`src/rtl/core/hsd_pkg.sv`:
```
// Shared widths, result flag type and constant position tables for the
// Hamming syndrome decoder. No dependencies.
package hsd_pkg;

    localparam int WORD_W                = 63;
    localparam int DATA_W                = 57;
    localparam int SYN_W                 = 6;
    localparam int DEFAULT_MAX_CODE_BITS = 63;
    localparam int RESET_LENGTH          = 7;

    typedef struct packed {
        logic error_found;
        logic uncorrectable;
    } hsd_flags_t;

    // Positions (1-based) whose bit b is set, as a mask over word bits.
    function automatic logic [WORD_W-1:0] syn_mask(input int b);
        logic [WORD_W-1:0] m;
        m = '0;
        for (int i = 0; i < WORD_W; i++)
        begin
            m[i] = (((i + 1) >> b) & 1) != 0;
        end
        return m;
    endfunction

    // Word bit that holds the k-th data bit (non-power-of-two positions).
    function automatic logic [SYN_W-1:0] data_index(input int k);
        int                cnt;
        logic [SYN_W-1:0]  idx;
        cnt = 0;
        idx = '0;
        for (int p = 1; p <= WORD_W; p++)
        begin
            if ((p & (p - 1)) != 0)
            begin
                if (cnt == k)
                    idx = SYN_W'(p - 1);
                cnt++;
            end
        end
        return idx;
    endfunction

endpackage

```
`src/rtl/core/hsd_core.sv`:
```
// Combinational decode of one codeword: mask, syndrome, single-bit fix
// and data extraction. Depends on hsd_pkg.
module hsd_core (
    input  logic [hsd_pkg::SYN_W-1:0]  code_length,
    input  logic [hsd_pkg::WORD_W-1:0] word,
    output logic [hsd_pkg::SYN_W-1:0]  syndrome,
    output hsd_pkg::hsd_flags_t        flags,
    output logic [hsd_pkg::WORD_W-1:0] corrected_word,
    output logic [hsd_pkg::DATA_W-1:0] data_out
);
    import hsd_pkg::*;

    logic [WORD_W-1:0] used_word;
    logic [WORD_W-1:0] flip_vec;
    logic              in_range;

    always_comb
    begin
        for (int i = 0; i < WORD_W; i++)
        begin
            used_word[i] = word[i] && (SYN_W'(i) < code_length);
        end
        for (int b = 0; b < SYN_W; b++)
        begin
            syndrome[b] = ^(used_word & syn_mask(b));
        end
        in_range = (syndrome != '0) && (syndrome <= code_length);
        flags.error_found   = (syndrome != '0);
        flags.uncorrectable = (syndrome != '0) && !in_range;
        for (int i = 0; i < WORD_W; i++)
        begin
            flip_vec[i] = in_range && (syndrome == SYN_W'(i + 1));
        end
        corrected_word = used_word ^ flip_vec;
    end

    for (genvar k = 0; k < DATA_W; k++)
    begin : g_data
        assign data_out[k] = corrected_word[data_index(k)];
    end

endmodule

```
`src/rtl/core/hamming_syndrome_decoder.sv`:
```
// Top level of the Hamming single-error-correcting decoder: input register,
// decode logic, result register and length register. Depends on hsd_pkg, hsd_core.
//
// Accepts one received codeword per cycle unless word_stall is high and
// returns one result per word, through the input and result registers. The rate
// is set by the two-register pipeline (input register, then the result
// register after a single pass through hsd_core); a full pipeline keeps
// taking words whenever the result side takes results. code_length is
// clamped to MAX_CODE_BITS on write and must be changed only while idle.
module hamming_syndrome_decoder #(
    parameter int MAX_CODE_BITS = hsd_pkg::DEFAULT_MAX_CODE_BITS
) (
    input  logic                        clk,
    input  logic                        rst_n,
    input  logic                        cfg_we,
    input  logic [hsd_pkg::SYN_W-1:0]   cfg_wdata,
    input  logic                        word_valid,
    output logic                        word_stall,
    input  logic [hsd_pkg::WORD_W-1:0]  received_word,
    output logic                        result_valid,
    input  logic                        result_stall,
    output logic [hsd_pkg::SYN_W-1:0]   syndrome,
    output logic                        error_found,
    output logic                        uncorrectable,
    output logic [hsd_pkg::WORD_W-1:0]  corrected_word,
    output logic [hsd_pkg::DATA_W-1:0]  data_out
);
    import hsd_pkg::*;

    localparam logic [SYN_W-1:0] MAX_LEN   = SYN_W'(MAX_CODE_BITS);
    localparam logic [SYN_W-1:0] RESET_LEN =
        (RESET_LENGTH > MAX_CODE_BITS) ? SYN_W'(MAX_CODE_BITS) : SYN_W'(RESET_LENGTH);

    logic [SYN_W-1:0]  length_reg;
    logic [SYN_W-1:0]  length_next;
    logic              s1_valid_reg;
    logic [WORD_W-1:0] s1_word_reg;
    logic              out_valid_reg;
    logic [SYN_W-1:0]  syn_reg;
    hsd_flags_t        flags_reg;
    logic [WORD_W-1:0] corr_reg;
    logic [DATA_W-1:0] data_reg;

    logic              adv_out;
    logic              adv_s1;
    logic [SYN_W-1:0]  syn_next;
    hsd_flags_t        flags_next;
    logic [WORD_W-1:0] corr_next;
    logic [DATA_W-1:0] data_next;

    assign length_next = (cfg_wdata > MAX_LEN) ? MAX_LEN : cfg_wdata;
    assign adv_out     = !out_valid_reg || !result_stall;
    assign adv_s1      = !s1_valid_reg || adv_out;
    assign word_stall  = !adv_s1;

    hsd_core u_core (
        .code_length    (length_reg),
        .word           (s1_word_reg),
        .syndrome       (syn_next),
        .flags          (flags_next),
        .corrected_word (corr_next),
        .data_out       (data_next)
    );

    always_ff @(posedge clk or negedge rst_n)
    begin
        if (!rst_n)
        begin
            length_reg    <= RESET_LEN;
            s1_valid_reg  <= 1'b0;
            out_valid_reg <= 1'b0;
        end
        else
        begin
            if (cfg_we)
                length_reg <= length_next;
            if (adv_s1)
                s1_valid_reg <= word_valid;
            if (adv_out)
                out_valid_reg <= s1_valid_reg;
        end
    end

    // hold payload while stalled, advance otherwise
    always_ff @(posedge clk)
    begin
        if (adv_s1 && word_valid)
            s1_word_reg <= received_word;
        if (adv_out && s1_valid_reg)
        begin
            syn_reg   <= syn_next;
            flags_reg <= flags_next;
            corr_reg  <= corr_next;
            data_reg  <= data_next;
        end
    end

    assign result_valid   = out_valid_reg;
    assign syndrome       = syn_reg;
    assign error_found    = flags_reg.error_found;
    assign uncorrectable  = flags_reg.uncorrectable;
    assign corrected_word = corr_reg;
    assign data_out       = data_reg;

`ifndef SYNTHESIS
    a_uncorr_has_error: assert property (@(posedge clk) disable iff (!rst_n)
        out_valid_reg |-> (!flags_reg.uncorrectable || flags_reg.error_found))
        else $error("uncorrectable request without error flag");

    a_error_matches_syn: assert property (@(posedge clk) disable iff (!rst_n)
        out_valid_reg |-> (flags_reg.error_found == (syn_reg != '0)))
        else $error("error flag disagrees with syndrome");

    a_stage_moves: assert property (@(posedge clk) disable iff (!rst_n)
        (s1_valid_reg && adv_out) |=> out_valid_reg)
        else $error("request lost between stages");

    a_length_clamped: assert property (@(posedge clk) disable iff (!rst_n)
        length_reg <= MAX_LEN)
        else $error("code length above maximum");
`endif

endmodule
```
`config.mk`:
```
export PLATFORM = sky130hd
export DESIGN_NAME = hamming_syndrome_decoder
export DESIGN_NICKNAME = d
export VERILOG_FILES = /design/src/rtl/core/hsd_pkg.sv /design/src/rtl/core/hsd_core.sv /design/src/rtl/core/hamming_syndrome_decoder.sv
export SDC_FILE = /design/constraint.sdc
export NUM_CORES = 1
export LEC_CHECK = 0
export ABC_AREA = 1
export BUFFER_PORTS_ARGS = -buffer_cell sky130_fd_sc_hd__buf_4
export CORE_MARGIN = 5
export CORE_UTILIZATION = 55
export DETAILED_ROUTE_END_ITERATION = 16
export PLACE_DENSITY = 0.79
export SLEW_MARGIN = 40
export SYNTH_ARGS = -nofsm -noshare
export SYNTH_HDL_FRONTEND = slang
export SYNTH_SLANG_ARGS = --single-unit
```
`constraint.sdc`:
```
create_clock -name clk -period 8.7 [get_ports clk]
set_clock_uncertainty 0.15 [all_clocks]
set_input_delay 1.74 -clock clk [delete_from_list [all_inputs] [get_ports clk]]
set_output_delay 1.74 -clock clk [all_outputs]
set_load 0.02 [all_outputs]
```
### Yosys cells after proc, flatten, opt, wreduce, memory -nomap -nowiden

Index checks and enable logic that the tools add are counted.

| storage, ports and cells | value |
|---|---|
| output and inout port bits | 130 |
| latch bits | 0 |
| bits in read-only memories | 0 |
| memories | 0 |
| input port bits | 74 |
| word-level logic and storage cells | 283 |
| bits in writable memories | 0 |
| register bits after elaboration | 199 |

| operators by class | value |
|---|---|
| div/mod/pow operators | 0 |
| $mul | 0 |
| multiplexer cells | 1 |
| equal/unequal tests | 63 |
| bitwise logic cells | 1 |
| add/subtract/negate cells | 0 |
| shifts and indexed selects | 0 |
| magnitude comparators | 65 |
| reductions and logical operators | 144 |

Operators by type and width:

| cell | number |
|---|---|
| $reduce_xor A63 Y1 | 6 |
| $eq A6 B6 Y1 const B | 32 |
| $lt A6 B6 Y1 const A | 31 |
| $logic_and A1 B1 Y1 | 130 |
| $eq A6 B5 Y1 const B | 16 |
| $lt A5 B6 Y1 const A | 16 |
| $xor A63 B63 Y63 | 1 |
| $eq A6 B4 Y1 const B | 8 |
| $lt A4 B6 Y1 const A | 8 |
| $eq A6 B3 Y1 const B | 4 |
| $lt A3 B6 Y1 const A | 4 |
| $eq A6 B2 Y1 const B | 2 |
| $lt A1 B6 Y1 const A | 2 |
| $lt A2 B6 Y1 const A | 2 |
| $eq A6 B1 Y1 const B | 1 |
| $gt A6 B6 Y1 const B | 1 |
| $le A6 B6 Y1 | 1 |
| $mux W6 | 1 |
| $reduce_bool A6 Y1 | 1 |
| $logic_not A1 Y1 | 5 |
| $logic_or A1 B1 Y1 | 2 |

### Depth between registers and ports, before layout

Gate-level depths: netlist of the first run.

| depth | value |
|---|---|
| depth after elaboration | 7 |
| gate-level depth with buffers | 30 |
| depth with buffers taken out | 27 |

### Hierarchy

From an unflattened synthesis of the first run, not the netlist that was laid out.

| unflattened totals | value |
|---|---|
| cell total of the unflattened synthesis | 1384 |
| area, all modules | 11561.1 sq um |

Modules (own cells, without submodules):

| module | sequential area each (sq um) | cells each | area an instance (sq um) | instances |
|---|---|---|---|---|
| hamming_syndrome_decoder | 5939.4 | 228 | 6069.6 | 1 |
| hsd_core | 0.0 | 1156 | 5491.5 | 1 |

### Worst setup path before layout of the first run

OpenSTA, ideal clock, no wires.

| path | value |
|---|---|
| path kind | in2reg |
| start | in result_stall |
| end | reg corr_reg[0], in the netlist corrected_word[0], enable pin |
| buffers on the path | 0 |
| required time | 8026 ps |
| stages | 1 |
| library setup time | 524 ps |
| slack | 2914 ps |
| arrival time | 5112 ps |
| cells stage by stage | a21oi_1 |

| on the way | value |
|---|---|
| word-level cells in the longest chain between the ends | 3 |

Ends and longest elaborated chain:

| item | RTL line | text |
|---|---|---|
| from (decl) | hamming_syndrome_decoder.sv:21 | `input logic result_stall,` |
| $logic_not A1 Y1 | hamming_syndrome_decoder.sv:52 | `assign adv_out = !out_valid_reg \|\| !result_stall;` |
| $logic_or A1 B1 Y1 | hamming_syndrome_decoder.sv:52 |  |
| $logic_and A1 B1 Y1 | hamming_syndrome_decoder.sv:89 | `if (adv_out && s1_valid_reg)` |
| to (signal assigned) | hamming_syndrome_decoder.sv:93 | `corr_reg <= corr_next;` |
| to (decl) | hamming_syndrome_decoder.sv:41 | `logic [WORD_W-1:0] corr_reg;` |

Every way passes these cells.
A chain may end at the register's enable or synchronous reset.

### Worst setup path in the final report of the first run

| path | value |
|---|---|
| start | reg length_reg[5] |
| end | reg corr_reg[56], in the netlist corrected_word[56], data pin |

| on the way | value |
|---|---|
| word-level cells in the longest chain between the ends | 7 |
| elaborated cells between the ends (all ways) | 138 |
| those cells by class | order compare: 64; eq/ne: 1; bitwise: 1; reduce/logical: 72 |

Ends and longest elaborated chain:

| item | RTL line | text |
|---|---|---|
| from (decl) | hamming_syndrome_decoder.sv:34 | `logic [SYN_W-1:0] length_reg;` |
| from (signal assigned) | hamming_syndrome_decoder.sv:76 | `length_reg <= length_next;` |
| $lt A2 B6 Y1 (tied with other cells) | hsd_core.sv:21 | `used_word[i] = word[i] && (SYN_W'(i) < code_length);` |
| $logic_and A1 B1 Y1 | hsd_core.sv:21 |  |
| $reduce_xor A63 Y1 (*) | hsd_core.sv:25 | `syndrome[b] = ^(used_word & syn_mask(b));` |
| net syn_next[2] | hamming_syndrome_decoder.sv:46 | `logic [SYN_W-1:0] syn_next;` |
| $le A6 B6 Y1 / $reduce_bool A6 Y1 (equally long branches) | hsd_core.sv:27 | `in_range = (syndrome != '0) && (syndrome <= code_length);` |
| $logic_and A1 B1 Y1 | hsd_core.sv:27 |  |
| $logic_and A1 B1 Y1 (*) | hsd_core.sv:32 | `flip_vec[i] = in_range && (syndrome == SYN_W'(i + 1));` |
| $xor A63 B63 Y63 (*) | hsd_core.sv:34 | `corrected_word = used_word ^ flip_vec;` |
| net corr_next[56] | hamming_syndrome_decoder.sv:48 | `logic [WORD_W-1:0] corr_next;` |

Mark *: on every way through the listed nets, which the timed path passes. The rest lies on a longest branch.

==> results of run 1 <==
[through the flow]
step	worst slack (ns)	total power, mW	hold WS (ns)
2_1_floorplan	2.91	1.97	0.283
3_3_place_gp	3.37	2.38	0.319
3_5_place_dp	3.38	2.41	0.339
4_1_cts	3.35	3.13	0.346
5_1_grt	2.92	3.34	0.393
6_report	3.41	3.19	0.343
[cells in the final DEF (no fill, tap or decap), drive strengths merged, types with 14 or more instances in the layout]
| cell type | synthesis | routed |
|---|---|---|
| buf | 96 | 207 |
| nand4 | 96 | 96 |
| clkbuf | 7 | 18 |
| nand2 | 708 | 708 |
| nor2 | 141 | 141 |
| nand3 | 213 | 213 |
| edfxtp | 134 | 134 |
| o21ai | 14 | 14 |
| inv | 136 | 138 |
[layout make-up]
cell class              instances  area [um2]  share of cell area, %
clock buffers                  18         429                   3.36
clock inverters                14         144                   1.13
inverters                     136         513                   4.02
multi-input cells            1216        5560                   43.6
flip-flops and latches        142        4230                   33.1
well taps                     265         332                   2.60
repair buffers                207        1560                   12.2
[layer usage]
metal,track usage (%),routed length [um],vias to the layer above
met5,0,12,-
met4,8.48,823,2
met3,9.58,5190,86
met2,45.1,15300,746
met1,43.7,14400,5127
li1,-,-,5427
[kinds of logic after synthesis]
logic type,after synthesis
xor+xnor,20
flops,142
simple gates,1160
fa+ha+maj,6
compound gates,30
buf+inv,239
[worst min path at each step]
stage	start	endpoint	slack, ns	depth (start not counted)
after floorplan	s1_valid_reg$_DFFE_PN0N_	result_valid$_DFFE_PN0P_	0.28	2
after global placement	s1_valid_reg$_DFFE_PN0N_	result_valid$_DFFE_PN0P_	0.32	2
after detailed placement	s1_valid_reg$_DFFE_PN0N_	result_valid$_DFFE_PN0P_	0.34	2
after CTS	s1_valid_reg$_DFFE_PN0N_	result_valid$_DFFE_PN0P_	0.35	2
after global routing	s1_valid_reg$_DFFE_PN0N_	result_valid$_DFFE_PN0P_	0.39	2
final	s1_valid_reg$_DFFE_PN0N_	result_valid$_DFFE_PN0P_	0.34	2
[critical path, stage by stage (launching register included)]
cell and delay (ns):
dfrtp_1 0.76, inv_2 0.30, nor2_1 0.42, nand3_1 0.28, nand3_1 0.21, inv_1 0.10, nand2_1 0.06, nand2_1 0.14
nand2_1 0.11, nand3_1 0.10, nand2_1 0.08, nand2_1 0.04, nand2_1 0.12, inv_1 0.07, nand3_1 0.07, nand2_1 0.17
ha_1 0.35, a21oi_1 0.17, o21ai_0 0.12, a21oi_1 0.13, nor2_1 0.08, o32ai_4 0.11, buf_6 0.56, nand3_1 0.15
nand2_1 0.09, nand2_1 0.09
[report_power, final]
part / leakage [nW] / internal, mW / total, mW / switching (mW)
registers: 1.39 / 0.862 / 0.914 / 0.0516
clock network: 0.270 / 0.422 / 0.734 / 0.313
logic: 4.79 / 0.391 / 1.54 / 1.15
total: 6.45 / 1.67 / 3.19 / 1.51
==> flow_summary_export.csv, run 1 <==
group,metric,value,unit
synthesis,syn_avg_cell_area,6.85,um2
synthesis,synthMuxAreaShare,0,%
sta,worst_slew_pin_slew,0.813,ns
worst_setup_path,worstPathArrival,5.32,ns
die,start_util,56.0,%
clocking,cts_root_buf,"clkbuf_16",
synthesis,synth_edf_count,134,
clocking,post_cts_buffers,0,
cells_and_area,antenna_cells,0,
outcome,status,"finished, final reports clean",
grt,grt-ovfl-total,0,
cells_and_area,layout.nets,1800,
synthesis,synth_compound_area_share,1.84,%
routing,via_count,11400,
place,placedInstanceArea,12200,um2
synthesis,yosysMostFrequentCell,"nand2_1",
synthesis,synth_area_leaders,"edfxtp_1 37%, nand2_1 23%, nand3_1 9.5%, nand4_1 5.5%, buf_4 4.5%",
synthesis,syn_area,10900,um2
synthesis,synthAdderAreaFrac,0.686,%
clocking,clk_pin_slew_worst_paths,0.07,ns
power_and_ir_drop,peakVddDrop,0.000260,V
synthesis,seq_area_frac_synth,38.6,%
clocking,cts_buffer_depth,2,
cells_and_area,num-fill-cells,1774,
grt,antenna_found_initial,1,
power_and_ir_drop,p_per_area,250,nW/um2
clocking,cts_tree,"built",
grt,grt_max_degree,110,
routing,wl_per_cell,17.9,um
cells_and_area,drive_gt1_share,17.8,%
cells_and_area,fin_area,12800,um2
clocking,numCtsBuffers,17,
cells_and_area,postLayoutCoreUtil,65.4,%
synthesis,yosysTopAreaCell,"edfxtp_1",
worst_setup_path,rrSetupSlack,3.41,ns
clocking,ctsResizeCount,0,
place,gp_congestion,0.969,
synthesis,synth_simple_gate_area_share,46.3,%
sta,finalCriticalPeriod,5.29,ns
cells_and_area,area_growth,16.7,%
synthesis,synth_xor_area_share,1.60,%
routing,vias_per_cell,5.70,
worst_setup_path,worstReg2RegEnd,"corrected_word[56]$_DFFE_PP_",
grt,grt_use_total,30.6,%
sta,slew_violations,0,
sta,tns,0,ns
job,drv_cap,0,
die,pin_count,204,
synthesis,synthFlopType,"edfxtp_1",
synthesis,synth_top_family_by_area,"simple AND/OR/NAND/NOR gates",
grt,grt_pass1_vias,9784,
routing,route.detailed.drc,0,
synthesis,synth.top_cell.area_share,36.8,%
worst_hold_path,hold_path.class,"flop to flop",
clocking,cts.sinks,142,
worst_setup_path,reg2regPathDepth,25,
worst_setup_path,reg2reg_from,"length_reg[5]$_DFFE_PN0P_",
worst_setup_path,critPathCaptureType,"flop",
sta,rsz0062_at_grt,"false",
place,numPortBuffers,203,
die,dieHeight,151,um
clocking,postCtsHoldBufs,0,
cells_and_area,finalNonFillerCells,1998,
die,core_area,19500,um2
routing,drtPass1Iterations,8,
die,fp.dieW,151,um
sta,min_period_over_period,60.8,%
clocking,htreeDepth,4,
synthesis,async_flop_share,5.63,%
routing,dr.first_iter.drc_count,1502,
synthesis,synth-seq-cells,142,
die,die-area,22800,um2
routing,ant_nets,0,
place,dp.cells,1966,
synthesis,syn_inst,1597,
grt,grt_pass1_wl,53200,um
sta,hold_viol,0,
sta,final-setup-viol-count,0,
worst_setup_path,path_class,"flop to flop",
synthesis,syn-num-nets,1677,
sta,fmax,189,MHz
power_and_ir_drop,p_leak,6.45,nW
worst_setup_path,endpoint,"corrected_word[56]$_DFFE_PP_",
routing,routed_wl,35700,um
synthesis,yosysUniqueCellTypes,35,
synthesis,synth_common_cells,"685 x nand2_1, 207 x nand3_1, 134 x edfxtp_1, 124 x inv_1, 123 x nor2_1",
worst_setup_path,start_kind,"flop",
worst_setup_path,cp.required,8.73,ns
worst_setup_path,path_max_fanout,91,
clocking,worst_skew_pair.late_latency,0.44,ns
sta,max-slew-margin-rel,45.8,%
worst_setup_path,crit_start,"length_reg[5]$_DFFE_PN0P_",
place,dp.final_hpwl,26900,um
die,num_rows,51,
synthesis,synth-warning-count,0,
(Power assumes the default switching activity.)
==> inputs of run 2 (changes only) <==
CORE_UTILIZATION = 52   (was 55)
PLACE_DENSITY = 0.78   (was 0.79)
clock period = 4.7 ns   (was 8.7 ns; I/O delays follow)
==> run 2 against run 1 <==
Largest cell class unchanged. Die area up 5.4%. Register-to-register slack worse by 3.2 ns. Design area up 3.8%. Sequential power up 84%. Setup slack worse by 3.2 ns. Sequential share of layout area down 1.2 points. Utilization down 2.0 points. Critical path type unchanged. Flip-flop and latch count unchanged. Final cell count up 2.8%. Global-route usage down 2.2 points. Power up 97%.
==> flow_summary_export.csv, run 2 (same netlist as run 1, synthesis figures left out) <==
group,metric,value,unit
die,start_util,52.4,%
sta,finalCriticalPeriod,4.53,ns
cells_and_area,drive_gt1_share,20.4,%
die,die-area,24000,um2
die,pin_count,204,
worst_setup_path,path_max_fanout,19,
sta,max-slew-margin-rel,54.1,%
worst_setup_path,path_common_cell,"nand2_1",
power_and_ir_drop,p_per_area,474,nW/um2
place,placedInstanceArea,12400,um2
clocking,cts_root_buf,"clkbuf_16",
routing,route.detailed.drc,0,
cells_and_area,final_common_cell,"nand2_1",
routing,drtPass1Iterations,9,
worst_setup_path,start_kind,"flop",
routing,dr.first_iter.drc_count,1765,
clocking,worst_skew_pair.late_latency,0.43,ns
place,gp_congestion,1.02,
grt,grt_pass1_vias,9798,
power_and_ir_drop,peakVddDrop,0.000385,V
grt,grt_use_total,28.4,%
worst_setup_path,cpMaxStageDelayCell,"dfstp_2",
routing,vias_per_cell,5.72,
worst_setup_path,path_buf_inv,8,
sta,setup_ws,0.166,ns
cells_and_area,fin_area,13200,um2
place,dp.final_hpwl,27100,um
grt,grt_max_degree,90,
power_and_ir_drop,p_sw,2.90,mW
clocking,cts.sinks,142,
power_and_ir_drop,pwr-share-seq,26.8,%
clocking,clk_pin_slew_worst_paths,0.06,ns
cells_and_area,multi_input_area,5590,um2
worst_setup_path,path_class,"flop to flop",
power_and_ir_drop,clock_power_share,21.2,%
worst_setup_path,worstPathArrival,4.53,ns
sta,fmax,221,MHz
job,drv_cap,0,
cells_and_area,num-fill-cells,1807,
routing,wl_per_cell,17.7,um
die,fp.dieW,155,um
routing,ant_nets,0,
grt,grt_pass1_wl,53300,um
power_and_ir_drop,p_int,3.38,mW
worst_setup_path,cp.required,4.69,ns
outcome,status,"finished, final reports clean",
cells_and_area,final_cell_mix,"682 x nand2_1, 240 x buf_4, 205 x nand3_1",
grt,grt-ovfl-total,0,
routing,via_count,11700,
sta,worst_slew_pin_slew,0.689,ns
sta,slew_violations,0,
die,core_area,20900,um2
cells_and_area,area_growth,21.1,%
clocking,numCtsBuffers,17,
clocking,htreeDepth,4,
grt,antenna_found_initial,1,
cells_and_area,regArea,4230,um2
power_and_ir_drop,swShare,46.2,%
cells_and_area,layout.nets,1844,
power_and_ir_drop,p_leak,6.71,nW
place,place_ws,0.103,ns
worst_setup_path,crit_family,"simple AND/OR/NAND/NOR gates",
clocking,cts_buffer_depth,2,
place,numPortBuffers,203,
die,num_rows,53,
sta,min_period_over_period,96.5,%
die,dieHeight,155,um
routing,routed_wl,36400,um
clocking,cts_tree,"built",
worst_hold_path,hold_path.class,"primary input to async pin",
sta,final-setup-viol-count,0,
power_and_ir_drop,pwr-share-comb,52.0,%
worst_setup_path,cp_slowest_stage_delay,0.62,ns
sta,hold_viol,0,
worst_setup_path,critPathCaptureType,"flop",
[run 2: changes by cell type in the layout (fill, tap and decap cells not counted), sizes merged]
cell	previous run	this run
buf	207	248
clkbuf	18	27
diode	0	1
clkinvlp	4	3
clkinv	6	4
inv	138	135
[run 2: metrics by stage]
stage / total power, mW / TNS, ns / hold slack, ns / util (%) / std cells
after floorplan: 3.65 / 0 / 0.293 / - / 1597
after global placement: 4.52 / 0 / 0.331 / 59.4 / 2000
after detailed placement: 4.57 / 0 / 0.336 / 59.5 / 2000
after CTS: 5.89 / 0 / 0.163 / 62.2 / 2032
after global routing: 6.55 / -0.0608 / 0.167 / 63.4 / 2052
final: 6.28 / 0 / 0.163 / 63.4 / 2053
[run 2: worst reg2reg max path, delay by kind of cell (launching register included)]
family	cells	cell delay, ns
adder cells (fa/ha/maj)	1	0.32
AND/OR/NAND/NOR	16	1.79
AO/OA/AOI/OAI	3	0.37
buffers and inverters	8	1.00
flip-flops	1	0.62
[run 2: power groups by stage]
stage / clock network [mW] / registers (mW) / logic, mW
3_3_place_gp: 0 / 1.71 / 2.82
4_1_cts: 1.33 / 1.68 / 2.88
3_5_place_dp: 0 / 1.71 / 2.87
2_1_floorplan: 0 / 1.81 / 1.84
5_1_grt: 1.40 / 1.70 / 3.45
6_report: 1.33 / 1.68 / 3.27
[run 2: per-layer routing]
layer	up-vias	routed length [um]	global-route usage [%]
met1	5221	14600	41.6
met3	145	5420	7.90
li1	5511	-	-
met5	-	20	0
met2	869	14800	40.4
met4	2	1550	10.2
[run 2: layout make-up]
class / instances / share of cell area (%)
repair buffers: 251 / 15.0
diodes: 1 / 0.0189
inverters: 136 / 3.90
well taps: 275 / 2.60
clock buffers: 24 / 3.56
multi-input cells: 1216 / 42.2
clock inverters: 8 / 0.699
flip-flops and latches: 142 / 31.9
[run 2: path summary, 6_finish.rpt]
check / start / endpoint / slack (ns) / depth (start not counted)
worst max-delay path: length_reg[1]$_DFFE_PN1P_ / corrected_word[28]$_DFFE_PP_ / 0.17 / 28
worst min-delay path: rst_n / result_valid$_DFFE_PN0P_ / 0.16 / 1
worst max register to register: length_reg[1]$_DFFE_PN1P_ / corrected_word[28]$_DFFE_PP_ / 0.17 / 28
worst min register to register: s1_valid_reg$_DFFE_PN0N_ / result_valid$_DFFE_PN0P_ / 0.34 / 2
max in group asynchronous: rst_n / length_reg[1]$_DFFE_PN1P_ / 4.02 / 1
min in group clk: s1_valid_reg$_DFFE_PN0N_ / result_valid$_DFFE_PN0P_ / 0.34 / 2
[run 2: what timing repair did]
item / CTS / global route
hold endpoints to repair: 0 / 0
buffers inserted: 0 / 17
setup endpoints to repair: 0 / 64
hold buffers: 0 / 0
gates resized for setup: 0 / 23
==> inputs of run 3 (changes only) <==
CORE_MARGIN = not set   (was 5)
SYNTH_HIERARCHICAL = 1   (was not set)
==> run 3 against run 2 <==
Via count fell by 13%. Routed wire length fell by 12%. Utilization increased by 1.2 points. Setup slack improved by 0.14 ns. Flip-flop and latch count grew 57.
==> flow_summary_export.csv, run 3 <==
group,metric,value,unit
outcome,status,"finished, final reports clean",
place,gp_congestion,0.954,
job,drv_cap,0,
clocking,cts.sinks,199,
grt,grt-ovfl-total,0,
clocking,numCtsBuffers,17,
cells_and_area,drive_gt1_share,23.2,%
routing,wl_per_cell,17.3,um
worst_setup_path,path_common_cell,"nand2_1",
die,dieHeight,151,um
synthesis,synth_area_leaders,"edfxtp_1 50%, nand2_1 15%, nand3_1 8.8%, buf_4 4.0%, inv_1 4.0%",
sta,final-setup-viol-count,0,
cells_and_area,layout.nets,1631,
routing,via_count,10200,
synthesis,async_flop_share,4.02,%
synthesis,synth_common_cells,"462 x nand2_1, 203 x nand3_1, 191 x edfxtp_1, 124 x inv_1, 105 x nor2_1",
power_and_ir_drop,p_per_area,475,nW/um2
synthesis,yosysTopAreaCell,"edfxtp_1",
power_and_ir_drop,p_leak,6.52,nW
routing,vias_per_cell,5.51,
die,fp.dieW,151,um
die,start_util,53.0,%
synthesis,syn-num-nets,1463,
grt,grt_use_total,28.4,%
synthesis,synth.top_cell.area_share,49.6,%
synthesis,seq_area_frac_synth,51.4,%
power_and_ir_drop,report.power.total,6.69,mW
place,numPortBuffers,203,
synthesis,synth_edf_count,191,
synthesis,syn_inst,1384,
sta,max-slew-margin-rel,50.4,%
synthesis,syn_avg_cell_area,8.35,um2
die,core_area,21800,um2
synthesis,yosysUniqueCellTypes,34,
sta,worst_slew_pin_slew,0.744,ns
clocking,htreeDepth,4,
routing,dr.first_iter.drc_count,1258,
grt,grt_pass1_vias,8882,
sta,fmax,228,MHz
cells_and_area,area_growth,21.9,%
clocking,worst_skew_pair.late_latency,0.44,ns
worst_setup_path,reg2regPathDepth,27,
synthesis,synth-warning-count,6,
grt,antenna_found_initial,0,
worst_setup_path,reg2reg_from,"length_reg[1]$_DFFE_PN1P_",
synthesis,synth_compound_area_share,1.52,%
cells_and_area,final_common_cell,"nand2_1",
sta,min_period_over_period,93.4,%
worst_setup_path,path_buf_inv,7,
synthesis,synthMuxAreaShare,0,%
worst_setup_path,cpMaxStageDelayCell,"dfstp_2",
worst_setup_path,path_class,"flop to flop",
sta,hold_viol,0,
sta,hold_ws,0.158,ns
die,die-area,22800,um2
power_and_ir_drop,peakVddDrop,0.000381,V
worst_setup_path,crit_start,"length_reg[1]$_DFFE_PN1P_",
worst_setup_path,path_max_fanout,31,
synthesis,synthFlopType,"edfxtp_1",
routing,routed_wl,31800,um
cells_and_area,num-fill-cells,1818,
clocking,clk_pin_slew_worst_paths,0.07,ns
routing,route.detailed.drc,0,
worst_setup_path,cp_slowest_stage_delay,0.66,ns
cells_and_area,antenna_cells,0,
clocking,cts_tree,"built",
clocking,postCtsHoldBufs,0,
synthesis,syn_area,11600,um2
die,num_rows,54,
worst_setup_path,start_kind,"flop",
worst_setup_path,worstPathArrival,4.42,ns
synthesis,synthAdderAreaFrac,0.541,%
sta,finalCriticalPeriod,4.39,ns
cells_and_area,final_cell_mix,"450 x nand2_1, 235 x buf_4, 191 x edfxtp_1",
worst_setup_path,worstSetupPathDepth,27,
routing,ant_nets,0,
clocking,cts_root_buf,"clkbuf_16",
synthesis,synth-seq-cells,199,
grt,grt_max_degree,129,
die,pin_count,204,
grt,grt_pass1_wl,48100,um
synthesis,yosysMostFrequentCell,"nand2_1",
synthesis,synth_simple_gate_area_share,32.4,%
clocking,cts_buffer_depth,2,
worst_setup_path,crit_family,"simple AND/OR/NAND/NOR gates",
worst_setup_path,cp.required,4.73,ns
worst_setup_path,critPathCaptureType,"flop",
synthesis,synth_top_family_by_area,"simple AND/OR/NAND/NOR gates",
place,dp.final_hpwl,24700,um
sta,slew_violations,0,
synthesis,synth_xor_area_share,3.94,%
routing,drtPass1Iterations,6,
worst_hold_path,hold_path.class,"primary input to async pin",
==> run 3: final timing paths <==
path,slack [ns],end
max in group asynchronous,4.03,length_reg[1]$_DFFE_PN1P_
hold reg to reg,0.40,result_valid$_DFFE_PN0P_
setup / recovery,0.31,data_out[28]$_DFFE_PP_
hold / removal,0.16,s1_valid_reg$_DFFE_PN0N_
min in group clk,0.40,result_valid$_DFFE_PN0P_
setup reg to reg,0.31,data_out[28]$_DFFE_PP_
==> run 3: routing by layer <==
layer,share of wire (%),global-route usage (%)
met1,43,43.0
met2,43,41.1
met3,11,5.27
met4,2.5,8.80
met5,0,0
==> run 3: report_power, final <==
group / internal [mW] / switching [mW]
clock network: 0.706 / 0.701
registers: 2.22 / 0.0779
logic: 0.977 / 2.01
==> run 3: through the flow <==
stage | util [%] | worst slack (ns) | area, um2 | std cells | setup TNS (ns)
final | 64.6 | 0.308 | 14100 | 1845 | 0
after global routing | 64.6 | -0.0651 | 14100 | 1845 | -1.75
after detailed placement | 60.3 | 0.0338 | 13200 | 1805 | 0
after CTS | 62.9 | 0.0129 | 13700 | 1837 | 0
after global placement | 60.3 | 0.0683 | 13200 | 1805 | 0
after floorplan | - | 0.653 | 11600 | 1384 | 0
==> run 3: cell families after synthesis <==
family,after synthesis
xor+xnor,52
buf+inv,237
flops,199
compound gates,30
simple gates,861
fa+ha+maj,5
==> run 3: what timing repair did <==
item,4_1_cts,5_1_grt
setup buffers,0,8
setup endpoints to repair,0,121
gates resized for setup,0,74
==> run 3: layout make-up <==
cell class                 count  area (um2)  share of cell area (%)
clock buffer                  18         429                    3.04
timing repair buffer         244        1940                    13.7
tap                          280         350                    2.49
multi-input combinational    948        4750                    33.7
inverter                     142         549                    3.90
sequential                   199        5940                    42.2
clock inverter                14         140                   0.994
